--- config.mk ---
export PLATFORM = sky130hd
export DESIGN_NAME = refcounted_inode_table
export DESIGN_NICKNAME = d
export VERILOG_FILES = /design/src/hw/rtl/irt_pkg.sv /design/src/hw/rtl/irt_ram.sv /design/src/hw/rtl/irt_out_stage.sv /design/src/hw/rtl/irt_ctrl.sv /design/src/hw/rtl/refcounted_inode_table.sv
export SDC_FILE = /design/constraint.sdc
export NUM_CORES = 2
export LEC_CHECK = 0
export BUFFER_PORTS_ARGS = -buffer_cell sky130_fd_sc_hd__buf_2
export CAP_MARGIN = 30
export CORE_MARGIN = 2
export CORE_UTILIZATION = 45
export DETAILED_ROUTE_END_ITERATION = 8
export PLACE_DENSITY_LB_ADDON = 0.3
export SYNTH_ARGS = -nofsm -noshare
export SYNTH_HDL_FRONTEND = slang
export SYNTH_SLANG_ARGS = --single-unit
--- constraint.sdc ---
create_clock -name clock -period 12.1 [get_ports clock]
set_clock_uncertainty 0.05 [all_clocks]
set_input_delay 1.21 -clock clock [delete_from_list [all_inputs] [get_ports clock]]
set_output_delay 1.21 -clock clock [all_outputs]
set_load 0.1 [all_outputs]
--- src/hw/rtl/irt_pkg.sv ---
`default_nettype none
package irt_pkg;

   localparam int TABLE_SLOTS = 64;
   localparam int INODE_BITS = 16;
   localparam int COUNT_BITS = 8;
   localparam int MAX_RESULTS = 64;

   localparam int FUNC_BITS = 2;
   localparam int SLOT_FIELD_BITS = 6;
   localparam int IDX_BITS = $clog2(TABLE_SLOTS);
   localparam int SCAN_BITS = $clog2(TABLE_SLOTS + 1);
   localparam int EMIT_BITS = $clog2(MAX_RESULTS);

   localparam int REQ_DATA_BITS = ((INODE_BITS + SLOT_FIELD_BITS + 1 + 7) / 8) * 8;
   localparam int RSP_DATA_BITS = ((SLOT_FIELD_BITS + INODE_BITS + 7) / 8) * 8;
   localparam int RSP_USER_BITS = 7;

   localparam logic [FUNC_BITS-1:0] FUNC_GET = FUNC_BITS'(0);
   localparam logic [FUNC_BITS-1:0] FUNC_PUT = FUNC_BITS'(1);
   localparam logic [FUNC_BITS-1:0] FUNC_FLUSH = FUNC_BITS'(2);

   localparam logic [COUNT_BITS-1:0] COUNT_MAX = '1;
   localparam logic [COUNT_BITS-1:0] COUNT_ONE = COUNT_BITS'(1);

   typedef struct packed {
      logic [FUNC_BITS-1:0]       func;
      logic [INODE_BITS-1:0]      inode_number;
      logic [SLOT_FIELD_BITS-1:0] slot;
      logic                       unlinked;
   } req_type;

   typedef struct packed {
      logic [SLOT_FIELD_BITS-1:0] out_slot;
      logic [INODE_BITS-1:0]      out_inode;
      logic                       hit;
      logic                       fill;
      logic                       full_res;
      logic                       write_back;
      logic                       free_inode;
      logic                       error;
      logic                       none_in_use;
      logic                       last;
   } rsp_type;

   typedef struct packed {
      logic [COUNT_BITS-1:0] count;
      logic [INODE_BITS-1:0] inode;
   } entry_type;

   localparam int ENTRY_BITS = $bits(entry_type);

   typedef struct packed {
      logic                we;
      logic [IDX_BITS-1:0] waddr;
      entry_type           wdata;
      logic                re;
      logic [IDX_BITS-1:0] raddr;
   } ram_req_type;

   typedef enum logic [3:0] {
      ST_IDLE,
      ST_GET_SCAN,
      ST_GET_HIT,
      ST_GET_MISS,
      ST_PUT_RD,
      ST_PUT_WR,
      ST_FL_SCAN,
      ST_FL_RD,
      ST_BAD
   } state_type;

endpackage
`default_nettype wire

--- src/hw/rtl/irt_ram.sv ---
`default_nettype none
module irt_ram #(
   parameter int WIDTH = 8,
   parameter int DEPTH = 64
) (
   input  wire logic                     clock,
   input  wire logic                     we,
   input  wire logic [$clog2(DEPTH)-1:0] waddr,
   input  wire logic [WIDTH-1:0]         wdata,
   input  wire logic                     re,
   input  wire logic [$clog2(DEPTH)-1:0] raddr,
   output      logic [WIDTH-1:0]         rdata
);

   logic [WIDTH-1:0] mem_ff [DEPTH];
   logic [WIDTH-1:0] rdata_ff;

   always_ff @(posedge clock) begin
      if (we) begin
         mem_ff[waddr] <= wdata;
      end
      if (re) begin
         rdata_ff <= mem_ff[raddr];
      end
   end

   assign rdata = rdata_ff;

endmodule
`default_nettype wire

--- src/hw/rtl/irt_out_stage.sv ---
`default_nettype none
module irt_out_stage (
   input  wire logic             clock,
   input  wire logic             reset,
   input  wire logic             load,
   input  wire irt_pkg::rsp_type load_data,
   output      logic             load_ready,
   output      logic             rsp_tvalid,
   input  wire logic             rsp_tready,
   output      irt_pkg::rsp_type rsp_data
);
   import irt_pkg::*;

   logic    vld_ff;
   logic    vld_in;
   rsp_type data_ff;

   // The register can take a new beat when it is empty or when the one it holds leaves this cycle.
   assign load_ready = !vld_ff || rsp_tready;

   always_comb begin
      vld_in = vld_ff;
      if (load) begin
         vld_in = 1'b1;
      end else if (rsp_tready) begin
         vld_in = 1'b0;
      end
   end

   always_ff @(posedge clock) begin
      if (reset) begin
         vld_ff <= 1'b0;
      end else begin
         vld_ff <= vld_in;
      end
      if (load) begin
         data_ff <= load_data;
      end
   end

   assign rsp_tvalid = vld_ff;
   assign rsp_data = data_ff;

endmodule
`default_nettype wire

--- src/hw/rtl/irt_ctrl.sv ---
`default_nettype none
module irt_ctrl (
   input  wire logic                 clock,
   input  wire logic                 reset,
   input  wire logic                 req_valid,
   output      logic                 req_ready,
   input  wire irt_pkg::req_type     req_data,
   input  wire logic                 out_ready,
   output      logic                 out_load,
   output      irt_pkg::rsp_type     out_data,
   output      irt_pkg::ram_req_type ram_req,
   input  wire irt_pkg::entry_type   rd_data
);
   import irt_pkg::*;

   state_type              state_ff, state_in;
   req_type                req_ff, req_in;
   logic [TABLE_SLOTS-1:0] used_ff, used_in;
   logic [SCAN_BITS-1:0]   idx_ff, idx_in;
   logic [IDX_BITS-1:0]    sel_idx_ff, sel_idx_in;
   logic                   cmp_vld_ff, cmp_vld_in;
   logic                   free_vld_ff, free_vld_in;
   logic [IDX_BITS-1:0]    free_idx_ff, free_idx_in;
   logic                   pend_vld_ff, pend_vld_in;
   logic [EMIT_BITS-1:0]   emit_ff, emit_in;

   logic                   scan_end;
   logic [IDX_BITS-1:0]    scan_idx;
   logic [IDX_BITS-1:0]    put_idx;
   logic                   put_ok;
   logic                   hit_now;

   assign scan_end = (idx_ff == SCAN_BITS'(TABLE_SLOTS));
   assign scan_idx = idx_ff[IDX_BITS-1:0];
   assign put_idx = IDX_BITS'(req_ff.slot);
   assign put_ok = (32'(req_ff.slot) < TABLE_SLOTS) && used_ff[put_idx];
   // The slot read last cycle is compared now; only an in-use slot can match.
   assign hit_now = cmp_vld_ff && used_ff[sel_idx_ff]
                    && (rd_data.inode == req_ff.inode_number);

   always_comb begin
      state_in = state_ff;
      req_in = req_ff;
      used_in = used_ff;
      idx_in = idx_ff;
      sel_idx_in = sel_idx_ff;
      cmp_vld_in = cmp_vld_ff;
      free_vld_in = free_vld_ff;
      free_idx_in = free_idx_ff;
      pend_vld_in = pend_vld_ff;
      emit_in = emit_ff;
      req_ready = 1'b0;
      out_load = 1'b0;
      out_data = '0;
      ram_req = '0;

      case (state_ff)
         ST_IDLE: begin
            req_ready = 1'b1;
            idx_in = '0;
            cmp_vld_in = 1'b0;
            free_vld_in = 1'b0;
            pend_vld_in = 1'b0;
            emit_in = '0;
            if (req_valid) begin
               req_in = req_data;
               case (req_data.func)
                  FUNC_GET:   state_in = ST_GET_SCAN;
                  FUNC_PUT:   state_in = ST_PUT_RD;
                  FUNC_FLUSH: state_in = ST_FL_SCAN;
                  default:    state_in = ST_BAD;
               endcase
            end
         end

         ST_GET_SCAN: begin
            if (hit_now) begin
               // Read port stays idle so the matching entry holds for the update.
               state_in = ST_GET_HIT;
            end else if (!scan_end) begin
               ram_req.re = 1'b1;
               ram_req.raddr = scan_idx;
               sel_idx_in = scan_idx;
               cmp_vld_in = 1'b1;
               idx_in = idx_ff + SCAN_BITS'(1);
               if (!used_ff[scan_idx] && !free_vld_ff) begin
                  free_vld_in = 1'b1;
                  free_idx_in = scan_idx;
               end
            end else begin
               cmp_vld_in = 1'b0;
               if (!cmp_vld_ff) begin
                  state_in = ST_GET_MISS;
               end
            end
         end

         ST_GET_HIT: begin
            out_data.out_slot = SLOT_FIELD_BITS'(sel_idx_ff);
            out_data.out_inode = req_ff.inode_number;
            out_data.hit = 1'b1;
            out_data.error = (rd_data.count == COUNT_MAX);
            out_data.last = 1'b1;
            if (out_ready) begin
               out_load = 1'b1;
               if (rd_data.count != COUNT_MAX) begin
                  ram_req.we = 1'b1;
                  ram_req.waddr = sel_idx_ff;
                  ram_req.wdata.count = rd_data.count + COUNT_ONE;
                  ram_req.wdata.inode = rd_data.inode;
               end
               state_in = ST_IDLE;
            end
         end

         ST_GET_MISS: begin
            out_data.out_inode = req_ff.inode_number;
            out_data.last = 1'b1;
            if (free_vld_ff) begin
               out_data.out_slot = SLOT_FIELD_BITS'(free_idx_ff);
               out_data.fill = 1'b1;
            end else begin
               out_data.full_res = 1'b1;
            end
            if (out_ready) begin
               out_load = 1'b1;
               if (free_vld_ff) begin
                  ram_req.we = 1'b1;
                  ram_req.waddr = free_idx_ff;
                  ram_req.wdata.count = COUNT_ONE;
                  ram_req.wdata.inode = req_ff.inode_number;
                  used_in[free_idx_ff] = 1'b1;
               end
               state_in = ST_IDLE;
            end
         end

         ST_PUT_RD: begin
            if (!put_ok) begin
               out_data.out_slot = req_ff.slot;
               out_data.error = 1'b1;
               out_data.last = 1'b1;
               if (out_ready) begin
                  out_load = 1'b1;
                  state_in = ST_IDLE;
               end
            end else begin
               ram_req.re = 1'b1;
               ram_req.raddr = put_idx;
               state_in = ST_PUT_WR;
            end
         end

         ST_PUT_WR: begin
            out_data.out_slot = req_ff.slot;
            out_data.out_inode = rd_data.inode;
            out_data.last = 1'b1;
            if (rd_data.count == COUNT_ONE) begin
               out_data.write_back = 1'b1;
               out_data.free_inode = req_ff.unlinked;
            end
            if (out_ready) begin
               out_load = 1'b1;
               if (rd_data.count == COUNT_ONE) begin
                  used_in[put_idx] = 1'b0;
               end else begin
                  ram_req.we = 1'b1;
                  ram_req.waddr = put_idx;
                  ram_req.wdata.count = rd_data.count - COUNT_ONE;
                  ram_req.wdata.inode = rd_data.inode;
               end
               state_in = ST_IDLE;
            end
         end

         ST_FL_SCAN: begin
            // A pending slot is sent only once the next in-use slot is found, the scan ends or the
            // result limit is reached, so the final one can carry last.
            out_data.out_slot = SLOT_FIELD_BITS'(sel_idx_ff);
            out_data.out_inode = rd_data.inode;
            out_data.write_back = 1'b1;
            if (pend_vld_ff && (scan_end || emit_ff == EMIT_BITS'(MAX_RESULTS - 1))) begin
               out_data.last = 1'b1;
               if (out_ready) begin
                  out_load = 1'b1;
                  state_in = ST_IDLE;
               end
            end else if (scan_end) begin
               out_data = '0;
               out_data.none_in_use = 1'b1;
               out_data.last = 1'b1;
               if (out_ready) begin
                  out_load = 1'b1;
                  state_in = ST_IDLE;
               end
            end else if (used_ff[scan_idx]) begin
               if (!pend_vld_ff || out_ready) begin
                  if (pend_vld_ff) begin
                     out_load = 1'b1;
                     emit_in = emit_ff + EMIT_BITS'(1);
                  end
                  pend_vld_in = 1'b0;
                  ram_req.re = 1'b1;
                  ram_req.raddr = scan_idx;
                  sel_idx_in = scan_idx;
                  idx_in = idx_ff + SCAN_BITS'(1);
                  state_in = ST_FL_RD;
               end
            end else begin
               idx_in = idx_ff + SCAN_BITS'(1);
            end
         end

         ST_FL_RD: begin
            pend_vld_in = 1'b1;
            state_in = ST_FL_SCAN;
         end

         ST_BAD: begin
            out_data.error = 1'b1;
            out_data.last = 1'b1;
            if (out_ready) begin
               out_load = 1'b1;
               state_in = ST_IDLE;
            end
         end

         default: begin
            state_in = ST_IDLE;
         end
      endcase
   end

   always_ff @(posedge clock) begin
      if (reset) begin
         state_ff <= ST_IDLE;
         used_ff <= '0;
         idx_ff <= '0;
         cmp_vld_ff <= 1'b0;
         free_vld_ff <= 1'b0;
         pend_vld_ff <= 1'b0;
         emit_ff <= '0;
      end else begin
         state_ff <= state_in;
         used_ff <= used_in;
         idx_ff <= idx_in;
         cmp_vld_ff <= cmp_vld_in;
         free_vld_ff <= free_vld_in;
         pend_vld_ff <= pend_vld_in;
         emit_ff <= emit_in;
      end
      req_ff <= req_in;
      sel_idx_ff <= sel_idx_in;
      free_idx_ff <= free_idx_in;
   end

endmodule
`default_nettype wire

--- src/hw/rtl/refcounted_inode_table.sv ---
`default_nettype none
// Reference-counted inode slot table. Each slot's count and inode number live in one
// single-port-read RAM, and a bank of in-use flags (cleared at reset) marks slots whose
// count is not zero, so no clearing pass is needed. One request is handled at a time;
// a new one is taken in the idle cycle after the previous one has placed its last beat
// in the output register. A get scans the slots through the RAM read port, one per cycle,
// and stops early on a hit. A put reads the slot, then does the modify and write-back
// together; a put to a slot that is out of range or not in use gets an error beat and no
// read. A flush steps through the slots in order, giving each in-use slot its own RAM read.
// Flush reports at most 64 slots, lowest first, with tlast on the final one. Output
// stalls hold the sequencer in place.
module refcounted_inode_table (
   input  wire logic                                clock,
   input  wire logic                                reset,
   input  wire logic                                req_tvalid,
   output      logic                                req_tready,
   // inode_number, slot, unlinked, zero pad
   input  wire logic [irt_pkg::REQ_DATA_BITS-1:0]   req_tdata,
   // func
   input  wire logic [irt_pkg::FUNC_BITS-1:0]       req_tuser,
   output      logic                                rsp_tvalid,
   input  wire logic                                rsp_tready,
   // out_slot, out_inode, zero pad
   output      logic [irt_pkg::RSP_DATA_BITS-1:0]   rsp_tdata,
   // hit, fill, full_res, write_back, free_inode, error, none_in_use
   output      logic [irt_pkg::RSP_USER_BITS-1:0]   rsp_tuser,
   output      logic                                rsp_tlast
);
   import irt_pkg::*;

   req_type     req_fields;
   rsp_type     load_data;
   rsp_type     rsp_data;
   logic        out_ready;
   logic        out_load;
   ram_req_type ram_req;
   entry_type   rd_data;

   assign req_fields.func = req_tuser;
   assign req_fields.inode_number = req_tdata[INODE_BITS-1:0];
   assign req_fields.slot = req_tdata[INODE_BITS +: SLOT_FIELD_BITS];
   assign req_fields.unlinked = req_tdata[INODE_BITS + SLOT_FIELD_BITS];

   irt_ram #(
      .WIDTH (ENTRY_BITS),
      .DEPTH (TABLE_SLOTS)
   ) u_ram (
      .clock (clock),
      .we    (ram_req.we),
      .waddr (ram_req.waddr),
      .wdata (ram_req.wdata),
      .re    (ram_req.re),
      .raddr (ram_req.raddr),
      .rdata (rd_data)
   );

   irt_ctrl u_ctrl (
      .clock     (clock),
      .reset     (reset),
      .req_valid (req_tvalid),
      .req_ready (req_tready),
      .req_data  (req_fields),
      .out_ready (out_ready),
      .out_load  (out_load),
      .out_data  (load_data),
      .ram_req   (ram_req),
      .rd_data   (rd_data)
   );

   irt_out_stage u_out (
      .clock      (clock),
      .reset      (reset),
      .load       (out_load),
      .load_data  (load_data),
      .load_ready (out_ready),
      .rsp_tvalid (rsp_tvalid),
      .rsp_tready (rsp_tready),
      .rsp_data   (rsp_data)
   );

   assign rsp_tdata = RSP_DATA_BITS'({rsp_data.out_inode, rsp_data.out_slot});
   assign rsp_tuser = {rsp_data.none_in_use, rsp_data.error, rsp_data.free_inode,
                       rsp_data.write_back, rsp_data.full_res, rsp_data.fill,
                       rsp_data.hit};
   assign rsp_tlast = rsp_data.last;

endmodule
`default_nettype wire
==> out/metrics.cfg <==
[yosys]
ys_types=79
avgSynthCellArea_um2=14.7
synth.area.top_cells=edfxtp_1 70%, mux2i_1 4.9%, nand2_1 4.2%
synth-edff-count=1625
synthArstFlopShare_pct=0
ys_seq_elements=1710
synth.top_cell.area_share_pct=69.6
ys.flop_type=edfxtp_1
postSynthCellCount=4772
synthesis.area_mm2=0.0701
yosysTopAreaCell=edfxtp_1
ys_warn_count=0
yosysSeqAreaShare_pct=72.0

[timing]
relSlewSlack_pct=26.4
setup_tns_ps=0
max_freq_ghz=0.144
setup_viol=0
timing.final.ws_setup_ps=5160
maxSlewViolCount=0
period_share_pct=57.4
finalHoldViolations=0
period_needed_ps=6940
worst_pin_slew_ps=1100
rsz0062_at_grt=false

[critical_path]
critPathKind=reg2reg
crit_fanout=46
required_ps=12600
cp_cell_sequence=buf_4, mux4_2, mux2_2, mux2_2, a211oi_4, a41oi_4, o2bb2ai_4, buf_4, or2_4, buf_4, or3_1, o221ai_1, a21oi_1, o21ai_0, o22a_1
worstPathArrival_ps=7440
cpLargestDelayFamily=compound AO/OA/AOI/OAI gates
worstSetupStartpointType=flip-flop
slowest_delay_ps=850
crit_top_cell=buf_4
worst-path-buf-inv=3
cp-end-kind=flip-flop
cp_slowest_cell=or3_1

[clocking]
clk_path_buf_depth=3
cts_root_buf=clkbuf_16
cts_tree=done
cts_buffers=170
cts.clk_slew.worst_paths_ps=60
postCtsResizedCells=0
cts_htree_levels=4
cts_hold_buffers=0
cts.sinks=1710
insertion_delay_ps=810
postCtsSetupBuffers=0

[route]
vias_per_cell=6.05
routed_wl_um=193000
vias=42637
drc=0
drtAntennaViolNets=0
dr.pass1.iters=6
drtIter0Drc=5267
routedWlPerCell_um=27.3

[power_and_ir_drop]
p_sw_share_pct=28.6
max-vdd-ir-drop_mv=0.163
power_leakage_nw=25.9
p_per_area_mw_per_mm2=187
p_comb_share_pct=16.0
pwr-share-seq_pct=49.4
p_int_w=0.0105
pwr-share-clk_pct=34.6
switchingPower_w=0.00420

[floorplanning]
ios=64
row_count=144
fp.dieW_um=399
core_mm2=0.154
die_area_mm2=0.159
start_util_pct=45.4
fp.dieH_um=399

[status]
status=completed

[cells_and_area]
nNetsFinal=4900
drive_above_1_share_pct=13.7
area_growth_pct=11.9
final_core_util_pct=50.8

[place]
gp_congestion=0.922
dp_hpwl_um=110000
post-place-ws_ps=5180
port_buffers=60

[hold_path]
min-delay-path-class=reg2reg

[grt]
grt_max_degree=131
grt_pass1_wl_um=278000
grt_overflow=0
antenna_found_initial=3
grt_pass1_vias=40105
grt_usage_pct=23.9

[flow_run]
cap_violations=0

-- cell usage after synthesis (43+ instances only) --
| cell type | number |
|---|---|
| a31oi_1 | 74 |
| a21oi_1 | 141 |
| o21a_1 | 72 |
| o22ai_1 | 52 |
| nand2_1 | 783 |
| nor2_1 | 145 |
| a311oi_1 | 43 |
| clkbuf_1 | 147 |
| mux4_2 | 94 |
| mux2i_1 | 340 |
| dfxtp_1 | 85 |
| edfxtp_1 | 1625 |
| nand3_1 | 312 |
| a211oi_1 | 123 |
| buf_2 | 88 |
| o21ai_0 | 109 |
-- final timing paths --
path                                          from            endpoint  slack (ps)  cells past startpoint
worst min-delay path            u_ctrl.used_ff[54]  u_ctrl.used_ff[54]         450                      2
worst max-delay path              u_ctrl.idx_ff[1]     u_ram.rdata[15]        5160                     15
worst min register to register  u_ctrl.used_ff[54]  u_ctrl.used_ff[54]         450                      2
worst max register to register    u_ctrl.idx_ff[1]     u_ram.rdata[15]        5160                     15
-- kinds of logic after synthesis --
group | count (synthesis) | synth area share (%)
adder cells (fa/ha/maj) | 9 | 0.161
AO/OA/AOI/OAI | 853 | 8.41
flip-flops | 1710 | 72.0
AND/OR/NAND/NOR | 1395 | 8.57
buffers and inverters | 320 | 2.23
XOR/XNOR | 26 | 0.325
other | 1 | 0.00535
multiplexers | 458 | 8.28
-- tightest hold or removal path: stages (launching register included) --
cell	delay, ps
dfxtp_1	320
o21ai_0	70
a21oi_1	60
-- cell usage in the layout (no fill, tap or decap), types with 85 or more instances in the layout --
cell / n
a211oi_1: 123
o21ai_0: 108
clkbuf_16: 172
edfxtp_1: 1625
nand2_1: 782
mux2i_1: 340
buf_4: 149
dfxtp_1: 85
a21oi_1: 137
nand3_1: 312
mux4_2: 94
-- registers in the layout (all words and copies together), names as in the netlist --
signal              flops
u_ram.mem_ff         1536
u_ctrl.used_ff         64
u_out.rsp_data         30
u_ram.rdata            24
u_ctrl.req_ff          17
u_ctrl.idx_ff           7
u_ctrl.emit_ff          6
u_ctrl.free_idx_ff      6
u_ctrl.put_idx          6
u_ctrl.sel_idx_ff       6
u_ctrl.state_ff         4
u_ctrl.cmp_vld_ff       1
u_ctrl.free_vld_ff      1
u_ctrl.pend_vld_ff      1
u_out.rsp_tvalid        1
-- layer usage --
layer,vias up,global-route usage (%),wire (um)
met3,268,4.43,17500
li1,18659,-,-
met4,4,8.07,6270
met1,21701,34.2,80400
met2,2005,36.8,88400
met5,-,0,27
-- power by group through the flow --
stage / combinational [W] / clock, W / sequential [W]
2_1_floorplan: 0.00112 / 0 / 0.00773
4_1_cts: 0.00234 / 0.00515 / 0.00726
3_5_place_dp: 0.00233 / 0 / 0.00738
5_1_grt: 0.00248 / 0.00538 / 0.00728
6_report: 0.00236 / 0.00508 / 0.00726
3_3_place_gp: 0.00229 / 0 / 0.00737
-- cell type report --
type | instances | area [um2]
fill | 12600 | 75900
antenna | 4 | 10.0
multi-input combinational | 2743 | 18400
tap | 2044 | 2560
inverter | 16 | 60.1
timing repair buffer | 220 | 1600
clock buffer | 224 | 4510
sequential | 1710 | 50500
clock inverter | 87 | 803
-- per-stage QoR --
stage,total power (W),cells,hold WS (ps),cell area [um2]
after floorplan,0.00885,4773,374,70100
after global placement,0.00966,6726,437,73100
after detailed placement,0.00971,6732,448,73100
after CTS,0.0147,7043,456,78500
after global routing,0.0151,7044,470,78500
final,0.0147,7048,454,78500
(Power assumes the default switching activity.)
